### config.mk
export PLATFORM = sky130hd
export DESIGN_NAME = mips_relocation_engine_top
export DESIGN_NICKNAME = d
export VERILOG_FILES = /design/src/rtl/mre_pkg.sv /design/src/rtl/mre_ram.sv /design/src/rtl/mre_alu.sv /design/src/rtl/mre_seq.sv /design/src/rtl/mips_relocation_engine_top.sv
export SDC_FILE = /design/constraint.sdc
export NUM_CORES = 2
export LEC_CHECK = 0
export ABC_AREA = 1
export BUFFER_PORTS_ARGS = -buffer_cell sky130_fd_sc_hd__buf_2
export CORE_UTILIZATION = 50
export CTS_CLUSTER_DIAMETER = 60
export CTS_CLUSTER_SIZE = 40
export DETAILED_ROUTE_END_ITERATION = 10
export PLACE_DENSITY_LB_ADDON = 0.08
export SYNTH_ARGS = -nofsm -noshare
export SYNTH_HDL_FRONTEND = slang
export SYNTH_SLANG_ARGS = --single-unit
### constraint.sdc
create_clock -name clock -period 13.1 [get_ports clock]
set_input_delay 2.62 -clock clock [delete_from_list [all_inputs] [get_ports clock]]
set_output_delay 2.62 -clock clock [all_outputs]
set_load 0.01 [all_outputs]
### src/rtl/mre_pkg.sv
// Shared types and constants of the MIPS relocation engine.
package mre_pkg;

   localparam int SEGMENT_SLOTS_DEF = 16;
   localparam int PENDING_DEPTH_DEF = 16;

   localparam int REQ_TDATA_W = 128;
   localparam int RSP_TDATA_W = 72;

   // Item kinds carried in the request tuser
   typedef enum logic [1:0] {
      ACT_SET   = 2'd0,
      ACT_START = 2'd1,
      ACT_APPLY = 2'd2,
      ACT_NOP   = 2'd3
   } action_type;

   // Relocation type codes
   localparam logic [7:0] RT_NONE  = 8'd0;
   localparam logic [7:0] RT_R32   = 8'd2;
   localparam logic [7:0] RT_R26   = 8'd4;
   localparam logic [7:0] RT_HI16  = 8'd5;
   localparam logic [7:0] RT_LO16  = 8'd6;
   localparam logic [7:0] RT_GPREL = 8'd7;

   typedef enum logic [2:0] {
      ST_OK     = 3'd0,
      ST_UNIMP  = 3'd1,
      ST_GP     = 3'd2,
      ST_BADSEG = 3'd3,
      ST_FULL   = 3'd4
   } status_type;

   // Operations of the shared adder
   typedef enum logic [2:0] {
      ALU_ADD,
      ALU_PASS,
      ALU_R26,
      ALU_LO,
      ALU_HI
   } alu_op_type;

   typedef struct packed {
      alu_op_type  op;
      logic [31:0] x;
      logic [31:0] y;
      logic [15:0] lo;
   } alu_req_type;

   typedef enum logic [2:0] {
      S_IDLE,
      S_ERR,
      S_RD_O,
      S_RD_B,
      S_ADDR,
      S_DATA,
      S_WRD,
      S_WEMIT
   } state_type;

endpackage

### src/rtl/mre_ram.sv
// Generic single-port-write, registered-read RAM.
module mre_ram #(
   parameter  int WIDTH = 32,
   parameter  int DEPTH = 16,
   localparam int AW    = (DEPTH > 1) ? $clog2(DEPTH) : 1
) (
   input  logic             clock,
   input  logic             wr_en,
   input  logic [AW-1:0]    wr_addr,
   input  logic [WIDTH-1:0] wr_data,
   input  logic             rd_en,
   input  logic [AW-1:0]    rd_addr,
   output logic [WIDTH-1:0] rd_data
);

   logic [WIDTH-1:0] mem [DEPTH];

   // write port and registered read port
   always_ff @(posedge clock) begin
      if (wr_en) begin
         mem[wr_addr] <= wr_data;
      end
      if (rd_en) begin
         rd_data <= mem[rd_addr];
      end
   end

endmodule

### src/rtl/mre_alu.sv
// Shared 32-bit adder with the patch formatting of each relocation type.
module mre_alu (
   input  mre_pkg::alu_req_type req,
   output logic [31:0]          result
);

   always_comb begin
      logic [31:0] opa;
      logic [31:0] sum;
      logic [15:0] hi_adj;

      // first operand shaped per operation
      case (req.op)
         mre_pkg::ALU_R26: opa = {req.x[25:0], 2'b00};
         mre_pkg::ALU_HI:  opa = {req.x[15:0], req.lo};
         default:          opa = req.x;
      endcase

      sum = opa + req.y;

      // high half with sign correction of the low half and rounding carry
      hi_adj = sum[31:16] + 16'(sum[15]) - 16'(req.lo[15]);

      case (req.op)
         mre_pkg::ALU_ADD:  result = sum;
         mre_pkg::ALU_PASS: result = req.x;
         mre_pkg::ALU_R26:  result = {req.x[31:26], sum[27:2]};
         mre_pkg::ALU_LO:   result = {req.x[31:16], sum[15:0]};
         mre_pkg::ALU_HI:   result = {req.x[31:16], hi_adj};
         default:           result = req.x;
      endcase
   end

endmodule

### src/rtl/mre_seq.sv
// Sequencer: decodes items, drives table and pending-list RAMs, holds the result register.
module mre_seq #(
   parameter  int SEGMENT_SLOTS = mre_pkg::SEGMENT_SLOTS_DEF,
   parameter  int PENDING_DEPTH = mre_pkg::PENDING_DEPTH_DEF,
   localparam int SW = (SEGMENT_SLOTS > 1) ? $clog2(SEGMENT_SLOTS) : 1,
   localparam int PW = (PENDING_DEPTH > 1) ? $clog2(PENDING_DEPTH) : 1,
   localparam int CW = $clog2(PENDING_DEPTH + 1)
) (
   input  logic                 clock,
   input  logic                 reset,
   // request side
   input  logic                 req_valid,
   output logic                 req_ready,
   input  logic [1:0]           action,
   input  logic [3:0]           segment_slot,
   input  logic [31:0]          segment_base,
   input  logic [7:0]           reloc_type,
   input  logic [7:0]           offset_segment,
   input  logic [7:0]           base_segment,
   input  logic [31:0]          reloc_offset,
   input  logic [31:0]          target_word,
   // result side
   output logic                 rsp_valid,
   input  logic                 rsp_ready,
   output logic                 write_valid,
   output logic [31:0]          write_address,
   output logic [31:0]          write_data,
   output logic [2:0]           status,
   output logic                 last,
   // segment table RAM
   output logic                 seg_wr_en,
   output logic [SW-1:0]        seg_wr_addr,
   output logic [31:0]          seg_wr_data,
   output logic                 seg_rd_en,
   output logic [SW-1:0]        seg_rd_addr,
   input  logic [31:0]          seg_rd_data,
   // pending HI16 RAM: {address, word}
   output logic                 pend_wr_en,
   output logic [PW-1:0]        pend_wr_addr,
   output logic [63:0]          pend_wr_data,
   output logic                 pend_rd_en,
   output logic [PW-1:0]        pend_rd_addr,
   input  logic [63:0]          pend_rd_data,
   // shared adder
   output mre_pkg::alu_req_type alu_req,
   input  logic [31:0]          alu_result
);

   mre_pkg::state_type  state_ff, state_in;
   logic [7:0]          type_ff, type_in;
   logic [7:0]          oseg_ff, oseg_in;
   logic [7:0]          bseg_ff, bseg_in;
   logic [31:0]         roff_ff, roff_in;
   logic [31:0]         word_ff, word_in;
   logic [31:0]         ofs_ff, ofs_in;
   logic [31:0]         s_ff, s_in;
   logic [31:0]         addr_ff, addr_in;
   mre_pkg::status_type status_ff, status_in;
   logic [CW-1:0]       count_ff, count_in;
   logic [PW-1:0]       idx_ff, idx_in;
   logic                seg_valid_ff [SEGMENT_SLOTS];
   logic                rd_valid_ff, rd_valid_in;
   logic                rsp_valid_ff, rsp_valid_in;
   logic                out_wv_ff, out_wv_in;
   logic [31:0]         out_addr_ff, out_addr_in;
   logic [31:0]         out_data_ff, out_data_in;
   mre_pkg::status_type out_status_ff, out_status_in;
   logic                out_last_ff, out_last_in;

   logic                req_fire;
   logic                out_free;
   logic [31:0]         seg_mask;
   logic [7:0]          slot_ext;
   logic                slot_ok;
   logic                segs_ok;
   logic                type_ok;

   assign req_ready = (state_ff == mre_pkg::S_IDLE);
   assign req_fire  = req_valid & req_ready;
   assign out_free  = ~rsp_valid_ff | rsp_ready;
   assign seg_mask  = rd_valid_ff ? seg_rd_data : 32'd0;
   assign slot_ext  = {4'd0, segment_slot};
   assign slot_ok   = {1'b0, slot_ext} < 9'(SEGMENT_SLOTS);
   assign segs_ok   = ({1'b0, offset_segment} < 9'(SEGMENT_SLOTS)) &&
                      ({1'b0, base_segment} < 9'(SEGMENT_SLOTS));

   // supported relocation types
   always_comb begin
      case (reloc_type) inside
         mre_pkg::RT_NONE, mre_pkg::RT_R32, mre_pkg::RT_R26,
         mre_pkg::RT_HI16, mre_pkg::RT_LO16: type_ok = 1'b1;
         default:                            type_ok = 1'b0;
      endcase
   end

   // RAM address and data that do not depend on the state decode
   assign seg_wr_addr  = slot_ext[SW-1:0];
   assign seg_wr_data  = segment_base;
   assign seg_rd_addr  = (state_ff == mre_pkg::S_RD_B) ? bseg_ff[SW-1:0] : oseg_ff[SW-1:0];
   assign pend_wr_addr = count_ff[PW-1:0];
   assign pend_wr_data = {addr_ff, word_ff};
   assign pend_rd_addr = idx_ff;

   // next state, RAM strobes, adder operands and result loading
   always_comb begin
      state_in      = state_ff;
      type_in       = type_ff;
      oseg_in       = oseg_ff;
      bseg_in       = bseg_ff;
      roff_in       = roff_ff;
      word_in       = word_ff;
      ofs_in        = ofs_ff;
      s_in          = s_ff;
      addr_in       = addr_ff;
      status_in     = status_ff;
      count_in      = count_ff;
      idx_in        = idx_ff;
      rd_valid_in   = rd_valid_ff;
      rsp_valid_in  = rsp_valid_ff & ~rsp_ready;
      out_wv_in     = out_wv_ff;
      out_addr_in   = out_addr_ff;
      out_data_in   = out_data_ff;
      out_status_in = out_status_ff;
      out_last_in   = out_last_ff;
      seg_wr_en     = 1'b0;
      seg_rd_en     = 1'b0;
      pend_wr_en    = 1'b0;
      pend_rd_en    = 1'b0;
      alu_req.op    = mre_pkg::ALU_PASS;
      alu_req.x     = word_ff;
      alu_req.y     = s_ff;
      alu_req.lo    = word_ff[15:0];

      case (state_ff)
         mre_pkg::S_IDLE: begin
            if (req_fire) begin
               type_in = reloc_type;
               oseg_in = offset_segment;
               bseg_in = base_segment;
               roff_in = reloc_offset;
               word_in = target_word;
               case (mre_pkg::action_type'(action))
                  mre_pkg::ACT_SET: begin
                     seg_wr_en = slot_ok;
                  end
                  mre_pkg::ACT_START: begin
                     count_in = '0;
                  end
                  mre_pkg::ACT_APPLY: begin
                     if (reloc_type == mre_pkg::RT_GPREL) begin
                        status_in = mre_pkg::ST_GP;
                        state_in  = mre_pkg::S_ERR;
                     end else if (!type_ok) begin
                        status_in = mre_pkg::ST_UNIMP;
                        state_in  = mre_pkg::S_ERR;
                     end else if (!segs_ok) begin
                        status_in = mre_pkg::ST_BADSEG;
                        state_in  = mre_pkg::S_ERR;
                     end else begin
                        state_in  = mre_pkg::S_RD_O;
                     end
                  end
                  default: begin
                  end
               endcase
            end
         end

         // single status-only result
         mre_pkg::S_ERR: begin
            if (out_free) begin
               rsp_valid_in  = 1'b1;
               out_wv_in     = 1'b0;
               out_addr_in   = 32'd0;
               out_data_in   = 32'd0;
               out_status_in = status_ff;
               out_last_in   = 1'b1;
               state_in      = mre_pkg::S_IDLE;
            end
         end

         // table reads: offset segment, then base segment
         mre_pkg::S_RD_O: begin
            seg_rd_en   = 1'b1;
            rd_valid_in = seg_valid_ff[seg_rd_addr];
            state_in    = mre_pkg::S_RD_B;
         end

         mre_pkg::S_RD_B: begin
            seg_rd_en   = 1'b1;
            rd_valid_in = seg_valid_ff[seg_rd_addr];
            ofs_in      = seg_mask;
            state_in    = mre_pkg::S_ADDR;
         end

         // target address, then branch on the list state
         mre_pkg::S_ADDR: begin
            alu_req.op = mre_pkg::ALU_ADD;
            alu_req.x  = ofs_ff;
            alu_req.y  = roff_ff;
            addr_in    = alu_result;
            s_in       = seg_mask;
            if (type_ff == mre_pkg::RT_HI16 && count_ff == CW'(PENDING_DEPTH)) begin
               status_in = mre_pkg::ST_FULL;
               state_in  = mre_pkg::S_ERR;
            end else if (type_ff == mre_pkg::RT_LO16 && count_ff != '0) begin
               idx_in   = '0;
               state_in = mre_pkg::S_WRD;
            end else begin
               state_in = mre_pkg::S_DATA;
            end
         end

         // patch of the item's own word
         mre_pkg::S_DATA: begin
            case (type_ff)
               mre_pkg::RT_R32:  alu_req.op = mre_pkg::ALU_ADD;
               mre_pkg::RT_R26:  alu_req.op = mre_pkg::ALU_R26;
               mre_pkg::RT_LO16: alu_req.op = mre_pkg::ALU_LO;
               default:          alu_req.op = mre_pkg::ALU_PASS;
            endcase
            if (out_free) begin
               rsp_valid_in  = 1'b1;
               out_wv_in     = 1'b1;
               out_addr_in   = addr_ff;
               out_data_in   = alu_result;
               out_status_in = mre_pkg::ST_OK;
               out_last_in   = 1'b1;
               if (type_ff == mre_pkg::RT_HI16) begin
                  pend_wr_en = 1'b1;
                  count_in   = count_ff + CW'(1);
               end
               if (type_ff == mre_pkg::RT_LO16) begin
                  count_in = '0;
               end
               state_in = mre_pkg::S_IDLE;
            end
         end

         // pending list walk: read one entry, then patch it
         mre_pkg::S_WRD: begin
            pend_rd_en = 1'b1;
            state_in   = mre_pkg::S_WEMIT;
         end

         mre_pkg::S_WEMIT: begin
            alu_req.op = mre_pkg::ALU_HI;
            alu_req.x  = pend_rd_data[31:0];
            if (out_free) begin
               rsp_valid_in  = 1'b1;
               out_wv_in     = 1'b1;
               out_addr_in   = pend_rd_data[63:32];
               out_data_in   = alu_result;
               out_status_in = mre_pkg::ST_OK;
               out_last_in   = 1'b0;
               idx_in        = idx_ff + PW'(1);
               if (CW'(idx_ff) + CW'(1) == count_ff) begin
                  state_in = mre_pkg::S_DATA;
               end else begin
                  state_in = mre_pkg::S_WRD;
               end
            end
         end

         default: begin
            state_in = mre_pkg::S_IDLE;
         end
      endcase
   end

   // control registers
   always_ff @(posedge clock) begin
      if (reset) begin
         state_ff     <= mre_pkg::S_IDLE;
         count_ff     <= '0;
         rsp_valid_ff <= 1'b0;
         for (int i = 0; i < SEGMENT_SLOTS; i++) begin
            seg_valid_ff[i] <= 1'b0;
         end
      end else begin
         state_ff     <= state_in;
         count_ff     <= count_in;
         rsp_valid_ff <= rsp_valid_in;
         if (seg_wr_en) begin
            seg_valid_ff[seg_wr_addr] <= 1'b1;
         end
      end
   end

   // payload registers
   always_ff @(posedge clock) begin
      type_ff       <= type_in;
      oseg_ff       <= oseg_in;
      bseg_ff       <= bseg_in;
      roff_ff       <= roff_in;
      word_ff       <= word_in;
      ofs_ff        <= ofs_in;
      s_ff          <= s_in;
      addr_ff       <= addr_in;
      status_ff     <= status_in;
      idx_ff        <= idx_in;
      rd_valid_ff   <= rd_valid_in;
      out_wv_ff     <= out_wv_in;
      out_addr_ff   <= out_addr_in;
      out_data_ff   <= out_data_in;
      out_status_ff <= out_status_in;
      out_last_ff   <= out_last_in;
   end

   assign rsp_valid     = rsp_valid_ff;
   assign write_valid   = out_wv_ff;
   assign write_address = out_addr_ff;
   assign write_data    = out_data_ff;
   assign status        = out_status_ff;
   assign last          = out_last_ff;

`ifndef ASSERT_OFF
   // pending list never overfills
   assert property (@(posedge clock) disable iff (reset)
      count_ff <= CW'(PENDING_DEPTH))
      else $error("pending count above depth");

   // a result that is not the last one of its item is a list-walk write
   assert property (@(posedge clock) disable iff (reset)
      rsp_valid_ff && !out_last_ff |-> out_wv_ff && out_status_ff == mre_pkg::ST_OK)
      else $error("non-final result is not a write");

   // an error status never comes with a write and always ends the item
   assert property (@(posedge clock) disable iff (reset)
      rsp_valid_ff && out_status_ff != mre_pkg::ST_OK |-> !out_wv_ff && out_last_ff)
      else $error("error result carries a write");

   // a queued HI16 entry bumps the count by one
   assert property (@(posedge clock) disable iff (reset)
      state_ff == mre_pkg::S_DATA && out_free && type_ff == mre_pkg::RT_HI16
      |=> count_ff == $past(count_ff) + CW'(1))
      else $error("HI16 queue count did not advance");
`endif

endmodule

### src/rtl/mips_relocation_engine_top.sv
// Top level of the MIPS HI16/LO16 relocation engine.
// Type and segment errors go straight to S_ERR; other apply items pass S_RD_O, S_RD_B, S_ADDR
// and then S_DATA, or S_ERR when the HI16 list is full; a LO16 first walks each waiting HI16
// entry through S_WRD and S_WEMIT. Set/start items are taken one per cycle; no new item is
// taken until an apply item's last result is registered.
// Reset (synchronous): empties the pending list, invalidates segment entries so they read as zero, drops held result.
module mips_relocation_engine_top #(
   parameter int SEGMENT_SLOTS = mre_pkg::SEGMENT_SLOTS_DEF,
   parameter int PENDING_DEPTH = mre_pkg::PENDING_DEPTH_DEF
) (
   input  logic                            clock,
   input  logic                            reset,
   input  logic                            req_tvalid,
   output logic                            req_tready,
   // segment_slot[3:0], segment_base[35:4], reloc_type[43:36], offset_segment[51:44],
   // base_segment[59:52], reloc_offset[91:60], target_word[123:92], zero pad
   input  logic [mre_pkg::REQ_TDATA_W-1:0] req_tdata,
   // action[1:0]
   input  logic [1:0]                      req_tuser,
   output logic                            rsp_tvalid,
   input  logic                            rsp_tready,
   // write_address[31:0], write_data[63:32], status[66:64], zero pad
   output logic [mre_pkg::RSP_TDATA_W-1:0] rsp_tdata,
   // write_valid[0]
   output logic                            rsp_tuser,
   output logic                            rsp_tlast
);

   localparam int SW = (SEGMENT_SLOTS > 1) ? $clog2(SEGMENT_SLOTS) : 1;
   localparam int PW = (PENDING_DEPTH > 1) ? $clog2(PENDING_DEPTH) : 1;

   logic                 seg_wr_en, seg_rd_en;
   logic [SW-1:0]        seg_wr_addr, seg_rd_addr;
   logic [31:0]          seg_wr_data, seg_rd_data;
   logic                 pend_wr_en, pend_rd_en;
   logic [PW-1:0]        pend_wr_addr, pend_rd_addr;
   logic [63:0]          pend_wr_data, pend_rd_data;
   mre_pkg::alu_req_type alu_req;
   logic [31:0]          alu_result;
   logic [31:0]          write_address, write_data;
   logic [2:0]           status;

   // sequencer and result register
   mre_seq #(
      .SEGMENT_SLOTS (SEGMENT_SLOTS),
      .PENDING_DEPTH (PENDING_DEPTH)
   ) u_seq (
      .clock          (clock),
      .reset          (reset),
      .req_valid      (req_tvalid),
      .req_ready      (req_tready),
      .action         (req_tuser),
      .segment_slot   (req_tdata[3:0]),
      .segment_base   (req_tdata[35:4]),
      .reloc_type     (req_tdata[43:36]),
      .offset_segment (req_tdata[51:44]),
      .base_segment   (req_tdata[59:52]),
      .reloc_offset   (req_tdata[91:60]),
      .target_word    (req_tdata[123:92]),
      .rsp_valid      (rsp_tvalid),
      .rsp_ready      (rsp_tready),
      .write_valid    (rsp_tuser),
      .write_address  (write_address),
      .write_data     (write_data),
      .status         (status),
      .last           (rsp_tlast),
      .seg_wr_en      (seg_wr_en),
      .seg_wr_addr    (seg_wr_addr),
      .seg_wr_data    (seg_wr_data),
      .seg_rd_en      (seg_rd_en),
      .seg_rd_addr    (seg_rd_addr),
      .seg_rd_data    (seg_rd_data),
      .pend_wr_en     (pend_wr_en),
      .pend_wr_addr   (pend_wr_addr),
      .pend_wr_data   (pend_wr_data),
      .pend_rd_en     (pend_rd_en),
      .pend_rd_addr   (pend_rd_addr),
      .pend_rd_data   (pend_rd_data),
      .alu_req        (alu_req),
      .alu_result     (alu_result)
   );

   // segment base table
   mre_ram #(
      .WIDTH (32),
      .DEPTH (SEGMENT_SLOTS)
   ) u_seg_ram (
      .clock   (clock),
      .wr_en   (seg_wr_en),
      .wr_addr (seg_wr_addr),
      .wr_data (seg_wr_data),
      .rd_en   (seg_rd_en),
      .rd_addr (seg_rd_addr),
      .rd_data (seg_rd_data)
   );

   // waiting HI16 entries
   mre_ram #(
      .WIDTH (64),
      .DEPTH (PENDING_DEPTH)
   ) u_pend_ram (
      .clock   (clock),
      .wr_en   (pend_wr_en),
      .wr_addr (pend_wr_addr),
      .wr_data (pend_wr_data),
      .rd_en   (pend_rd_en),
      .rd_addr (pend_rd_addr),
      .rd_data (pend_rd_data)
   );

   // shared adder
   mre_alu u_alu (
      .req    (alu_req),
      .result (alu_result)
   );

   assign rsp_tdata = {5'd0, status, write_data, write_address};

endmodule

======== After elaboration in Yosys (flattened, before gate mapping) ========
Memories as Yosys holds them, arrays and structs flattened. A register that Yosys moved wholly into a read port is not among the register bits.
Index checks and enable logic that the tools add are counted.
storage, ports and cells
  bits in registers ....................... 261
  memory bits (writable) .................. 1552
  input port bits ......................... 134
  memories ................................ 3
memories
  name                words  width  rd ports  clocked after memory_dff  wr ports  line           text
  u_pend_ram.mem      16     64     1         1                         1         mre_ram.sv:16  logic [WIDTH-1:0] mem [DEPTH];
  u_seg_ram.mem       16     32     1         1                         1         mre_ram.sv:16
  u_seq.seg_valid_ff  16     1      1         1                         16        mre_seq.sv:61  logic seg_valid_ff [SEGMENT_SLOTS];
cells by class
  $add $sub $neg .......................... 6
  magnitude comparators ................... 3
  equality and inequality tests ........... 36
  multiplexer cells ....................... 70
  bitwise gates (word level) .............. 5
  reduce and logical (&&, ||, !) cells .... 28
operator list
  cell                                                        count
  2-to-1 mux 32 bit                                           6
  one-hot mux 32 bit (2 select lines)                         3
  one-hot mux 32 bit (4 select lines)                         1
  one-hot mux 32 bit (3 select lines)                         1
  == test 8 x 3 -> 1 bit, second input constant               7
  2-to-1 mux 3 bit                                            14
  adder 32 bit                                                1
  2-to-1 mux 5 bit                                            5
  2-to-1 mux 1 bit                                            23
  one-hot mux 3 bit (7 select lines)                          1
  2-to-1 mux 4 bit                                            5
  adder 16 x 1 -> 16 bit                                      1
  == test 8 x 2 -> 1 bit, second input constant               2
  less-than comparator 8 x 5 -> 1 bit, second input constant  2
  subtractor 16 x 1 -> 16 bit                                 1
  == test 3 bit, second input constant                        5
  != test 2 x 1 -> 1 bit, second input constant               7
  == test 3 x 2 -> 1 bit, second input constant               4
  one-hot mux 3 bit (2 select lines)                          2
  AND reduction 4 bit                                         3
  one-hot mux 5 bit (2 select lines)                          1
  AND reduction 5 bit                                         2
  nonzero test 2 bit                                          5
  one-hot mux 3 bit (3 select lines)                          1
  other kinds (31)                                            45

======== Depth between registers and ports, before layout ========
  depth in word-level cells ............... 11
  depth in mapped cells ................... 42

======== Hierarchy ========
From an unflattened synthesis, not the netlist that was laid out.
unflattened totals
  cell total of the unflattened synthesis .. 8259
  area, all modules ....................... 85533.3 sq um
modules (own cells, without submodules)
  module                      instances  cells an instance  area each (sq um)
  mre_ram at u_pend_ram       1          4210               45926.5
  mre_ram at u_seg_ram        1          2120               23050.9
  mre_seq                     1          1037               11678.7
  mre_alu                     1          886                4835.9
  mips_relocation_engine_top  1          6                  41.3

======== Least setup slack after synthesis ========
No wires, ideal clock.
  path type ............................... input-to-reg
  start point ............................. in req_tvalid
  end point ............................... mem u_seg_ram.mem[20][0] (netlist: u_seg_ram.mem[10][0]) (enable)
  library setup time ...................... 423 ps
  arrival time ............................ 8360 ps
  path slack .............................. 4317 ps
  stages on the path ...................... 6
  cell sequence ........................... inv_1 nor2_1 inv_1 nor3_1 nand3_1 nor2_1
on the way
  cells in the longest elaborated chain, start to end .. 5
ends and longest elaborated chain
  item                                    line                              text
  start, declared                         mips_relocation_engine_top.sv:13  input logic req_tvalid,
  bitwise AND 1 bit                       mre_seq.sv:79                     assign req_fire = req_valid & req_ready;
  2-to-1 mux 1 bit                        mre_seq.sv:136                    if (req_fire) begin
  2-to-1 mux 1 bit                        mre_seq.sv:134                    case (state_ff)
  2-to-1 mux 1 bit                        mre_ram.sv:20                     if (wr_en) begin
  2-to-1 mux 1 bit (not written as such)  mre_ram.sv:21                     mem[wr_addr] <= wr_data;
  end, declared                           mre_ram.sv:16
No other way between the ends.

======== Worst setup path after layout ========
  start point ............................. reg u_seq.state_ff[2]
  end point ............................... reg u_seq.out_data_ff[2] (netlist: u_seq.write_data[2]) (data pin)
on the way
  cells in the longest elaborated chain, start to end .. 10
ends and longest elaborated chain
  item                                                            line                              text
  start, declared                                                 mre_seq.sv:49                     mre_pkg::state_type state_ff, state_in;
  start signal, assigned                                          mre_seq.sv:274                    state_ff <= mre_pkg::S_IDLE;
  start signal, assigned                                          mre_seq.sv:281                    state_ff <= state_in;
  == test 3 bit                                                   mre_seq.sv:134
  one-hot mux 3 bit (3 select lines)                              mre_seq.sv:134
  == test 3 bit / == test 3 x 2 -> 1 bit (equally long branches)  mre_alu.sv:13, mre_alu.sv:24
  one-hot mux 32 bit (2 select lines)                             mre_alu.sv:13                     case (req.op)
  adder 32 bit                                                    mre_alu.sv:19                     sum = opa + req.y;
  adder 16 x 1 -> 16 bit                                          mre_alu.sv:22                     hi_adj = sum[31:16] + 16'(sum[15]) - 16'(req.lo[15]);
  subtractor 16 x 1 -> 16 bit                                     mre_alu.sv:22
  one-hot mux 32 bit (4 select lines) *                           mre_alu.sv:24                     case (req.op)
  via alu_result[2]                                               mips_relocation_engine_top.sv:39  logic [31:0] alu_result;
  2-to-1 mux 32 bit *                                             mre_seq.sv:222, mre_seq.sv:249
  one-hot mux 32 bit (2 select lines) *                           mre_seq.sv:134
  end signal, assigned                                            mre_seq.sv:305                    out_data_ff <= out_data_in;
  end, declared                                                   mre_seq.sv:66                     logic [31:0] out_data_ff, out_data_in;
The timed path passes the listed nets; every way through them passes the cells marked *. The select of a mux whose other input is x is not followed.
A chain may end at the register's enable or synchronous reset.

==> parameters.txt <==
Parameter                              Value

Critical path
  Kind of end point of the critical path ... register
  Register-to-register setup slack ... around 5400 ps
  Startpoint-to-endpoint class of the critical path ... reg -> reg
  Crit-path leading delay family ... buffers and inverters
  Crit path top cell by count ... sky130_fd_sc_hd__inv_1
  Type of origin of the critical path ... register
  Origin of the worst setup path ... u_seq.state_ff[2]$_SDFFE_PP0P_
  Data required time of the worst path ... 13750 ps
  Reg-to-Reg End ... u_seq.write_data[2]$_SDFFCE_PP0P_
  Worst r2r src ... u_seq.state_ff[2]$_SDFFE_PP0P_
  Worst path max stage delay ... roughly 860 ps
  Crit Path Max Fanout ... 65
  Depth of the most critical reg-to-reg path ... 28
  Cell at the slowest stage of the critical path ... sky130_fd_sc_hd__buf_4
  Crit path buffers/inverters ... 7
  Critical Path AT ... 8370 ps

CTS
  Clock latency reported for the late side of the worst-skew pair ... ~800 ps
  Clock slew at reported path FFs ... around 80 ps
  Quantity of hold-fixing buffers added after cts ... 0
  Clock root buffer ... sky130_fd_sc_hd__clkbuf_16
  Setup bufs post-CTS ... 0
  Count of instances resized after the clock tree is built ... 0
  CTS buffer count ... approximately 130
  H-tree depth ... 4
  Clk sink count ... between 1500 and 2000
  CTS Buffer Depth ... 3
  CTS tree ... yes

Synthesis
  Synthesized cell area ... 0.0774 sq mm
  Main combinational cell family by area after synthesis ... compound AO/OA/AOI/OAI gates
  Biggest area contributors in the synthesized netlist ... sky130_fd_sc_hd__edfxtp_1 (73%), sky130_fd_sc_hd__o21ai_0 (5.9%), sky130_fd_sc_hd__nor2_1 (4.9%)
  Mean post-synth cell area ... between 10 and 15 sq um
  Synthesized-area fraction occupied by ao, oa, aoi and oai cells ... 0.123
  Sequential element share of the synthesized area ... 0.738
  Number of synthesized flops with an enable pin ... around 1900
  Share of the synthesized area in the top cell type ... 0.732
  Ys async rst share ... 0
  Cell type with the largest total area after synthesis ... sky130_fd_sc_hd__edfxtp_1
  Multiplexer fraction of the synthesized cell area ... 0
  Main flop type after synthesis ... sky130_fd_sc_hd__edfxtp_1
  Number of register bits inferred by synthesis ... between 1500 and 2000
  Number of warnings reported in the yosys synthesis log ... 0
  Synth Area in Adders ... 0.00877
  Share of synthesized cell area in and, or, nand and nor gates ... 0.0964
  Count of distinct cell types in the synthesized netlist ... between 50 and 60
  Count of mapped cells out of synthesis ... 6097
  Fraction of synthesized cell area in xor and xnor cells ... 0.00294

Min path
  Worst Min Path Start ... u_seq.seg_valid_ff[4]$_DFF_P_
  End of the worst hold path ... u_seq.seg_valid_ff[4]$_DFF_P_
  Hold Path Cell Cnt ... 1
  Type of the most critical hold path ... reg -> reg

Cells and area
  Post-layout instance area ... roughly 0.085 sq mm
  Fraction of layout instances using a drive strength above 1 ... 0.104
  Final core utilization ... 0.558
  Post-layout nets ... ~6400
  Area overhead of the layout relative to synthesis ... 10.3%
  Fill cell count ... approximately 13000
  Post-Layout Cell Count ... a little over 8000
  Registers with the highest flip-flop counts ... u_pend_ram.mem (1024), u_seg_ram.mem (512), u_pend_ram.rd_data (64)
  Top register by number of flip-flops ... u_pend_ram.mem
  Largest register FFs ... between 1000 and 1500

GRT
  Via count of the first global-routing pass ... around 47000
  Overall track demand over capacity in global routing ... 0.282
  Global route overflow ... 0
  Largest net degree at the start of global routing ... between 200 and 250
  First-pass GRT wire length ... around 320 mm
  Number of antenna violations at the first check in global routing ... 15

Route
  DRC errors left ... 0
  Vias per inst ... between 6 and 7
  Post-DR wirelength/cell ... around 27 um
  Vias after detailed routing ... between 40000 and 50000
  Post-detailed-routing wire length ... roughly 220 mm
  Detailed Routing Iterations Pass 1 ... 6
  Iteration-0 DRC Markers ... 6400
  Final ANT Viol Nets ... 0

Timing
  Final hold viol count ... 0
  Worst max-slew margin expressed relative to the limit ... 0.159
  Final clock period utilization by the worst path ... 0.590
  Period minus WS final ... between 7000 and 8000 ps
  Final count of pins violating max slew ... 0
  Endpoints failing setup ... 0
  Final TNS setup ... 0 ps
  Worst slew pin tran ... ~1300 ps
  Upper clock frequency limit ... 0.129 GHz
  Setup repair after global routing missed its margin ... false
  Worst-case clock skew ... 41.4 ps

Pwr
  Sequential group share of total power ... 0.457
  Internal Power ... 10.7 mW
  Leak pwr ... roughly 29 nW
  Fraction of power spent switching nets ... 0.350
  Share of power burned in the clock network ... 0.273
  Share of total power in combinational logic ... 0.270
  Total power density per cell area ... just under 200 mW/mm^2
  Worst vdd rail ir drop ... 0.170 mV
  Final Total Pwr ... between 15 and 20 mW
  P_sw ... 5.76 mW

Placed design
  Instance area after placement ... between 0.08 and 0.09 sq mm
  Total of buffers placed on input and output ports ... 200
  Half-perimeter wire length after placement ... approximately 120 mm
  Placed cell count ... between 8000 and 9000
  Placer congestion estimate ... ~0.95

Die
  Die X ... just under 400 um
  Row cnt ... 143
  Die Footprint ... 0.156 sq mm
  Standard cell core area ... 0.153 sq mm
  Starting density of the core ... 0.506
  Floorplan die height ... 395 um
  Top-Level Pins ... 210

Run
  Max-cap viol count ... 0

Status
  Run status ... finished, final reports clean
-- cells in the mapped netlist (all sizes together) (2+ instances only) --
master,number
or2,9
o21ai,918
clkinv,3
nor3b,2
and2,8
o21bai,2
o21a,11
o22ai,344
clkbuf,323
fa,2
a221oi,15
edfxtp,1885
xnor2,7
o2111ai,2
a211oi,2
xor2,19
nor3,11
dfxtp,25
buf,51
nor4,8
nand2,659
inv,246
nand4,18
ha,51
o221ai,128
nand3b,10
o31ai,5
nand3,121
a22o,32
a22oi,22
nor2,1011
a21oi,100
o211ai,39
-- kinds of logic (layout without fill, tap and decap cells) --
| logic type | Yosys count | in the layout |
|---|---|---|
| buf+inv | 623 | 792 |
| flops | 1910 | 1910 |
| compound gates | 1626 | 1626 |
| xor+xnor | 26 | 26 |
| fa+ha+maj | 53 | 53 |
| simple gates | 1858 | 1858 |
| other cells | 1 | 11 |
-- layout make-up --
type,instances,area (sq um),area share
Antenna cell,6,15.0,0.000176
Clock buffer,143,3450,0.0404
Clock inverter,97,1230,0.0144
Inverter,249,958,0.0112
Multi-Input combinational cell,3568,18200,0.213
Sequential cell,1910,57100,0.669
Tap cell,2030,2540,0.0298
Timing Repair Buffer,303,1840,0.0215
-- cells in the final DEF, fill, tap and decap left out, drive strengths merged, types with 2 or more instances in the layout --
cell,n
diode,6
clkinv,47
xor2,19
clkinvlp,5
or2,9
o22ai,344
bufinv,10
a211oi,2
nor3b,2
nor3,11
o21bai,2
o221ai,128
o21ai,918
nor4,8
dfxtp,25
nand3,121
fa,2
nand3b,10
and2,8
inv,284
a221oi,15
a22o,32
o2111ai,2
conb,5
buf,303
xnor2,7
ha,51
nand2,659
o211ai,39
nor2,1011
edfxtp,1885
o21a,11
clkbuf,143
o31ai,5
a21oi,100
nand4,18
a22oi,22
-- how the worst max path moves through the flow --
stage	endpoint	slack [ps]	depth (start not counted)
floorplan	u_seg_ram.mem[10][0]$_DFFE_PP_	4320	6
global placement	u_seq.addr_ff[15]$_DFFE_PP_	5690	32
detailed placement	u_seq.write_data[2]$_SDFFCE_PP0P_	5650	28
CTS	u_seq.write_data[2]$_SDFFCE_PP0P_	5600	28
global route	u_seq.addr_ff[15]$_DFFE_PP_	4840	40
finish	u_seq.write_data[2]$_SDFFCE_PP0P_	5380	28
-- worst reg2reg max path: cells and delay by family (launching register included) --
family                     cells  cell delay (ps)
buffers and inverters          7             1860
and+or+nand+nor               11             1830
adders and majority gates      5             1760
AOI/OAI and AO/OA              4             1250
DFF                            1              500
xor gates and xnor gates       1              390
-- through the flow --
stage / hold WS (ps) / setup slack [ps]
floorplan: 435 / 4320
global placement: 444 / 5690
detailed placement: 448 / 5650
CTS: 466 / 5600
global route: 476 / 4840
finish: 465 / 5380
-- per-layer routing --
layer  global-route usage  wire, um
met5                    0       116
met4               0.0990      8020
met3               0.0413     18300
met2                0.439    103000
met1                0.405     93700
-- power groups by stage --
stage / sequential, mW / clock, mW / combinational [mW]
detailed placement: 7.64 / 0 / 4.38
finish: 7.51 / 4.50 / 4.43
CTS: 7.51 / 4.56 / 4.40
floorplan: 7.52 / 0 / 2.83
global route: 7.54 / 4.77 / 4.87
global placement: 7.64 / 0 / 4.36
(Power assumes the default switching activity.)
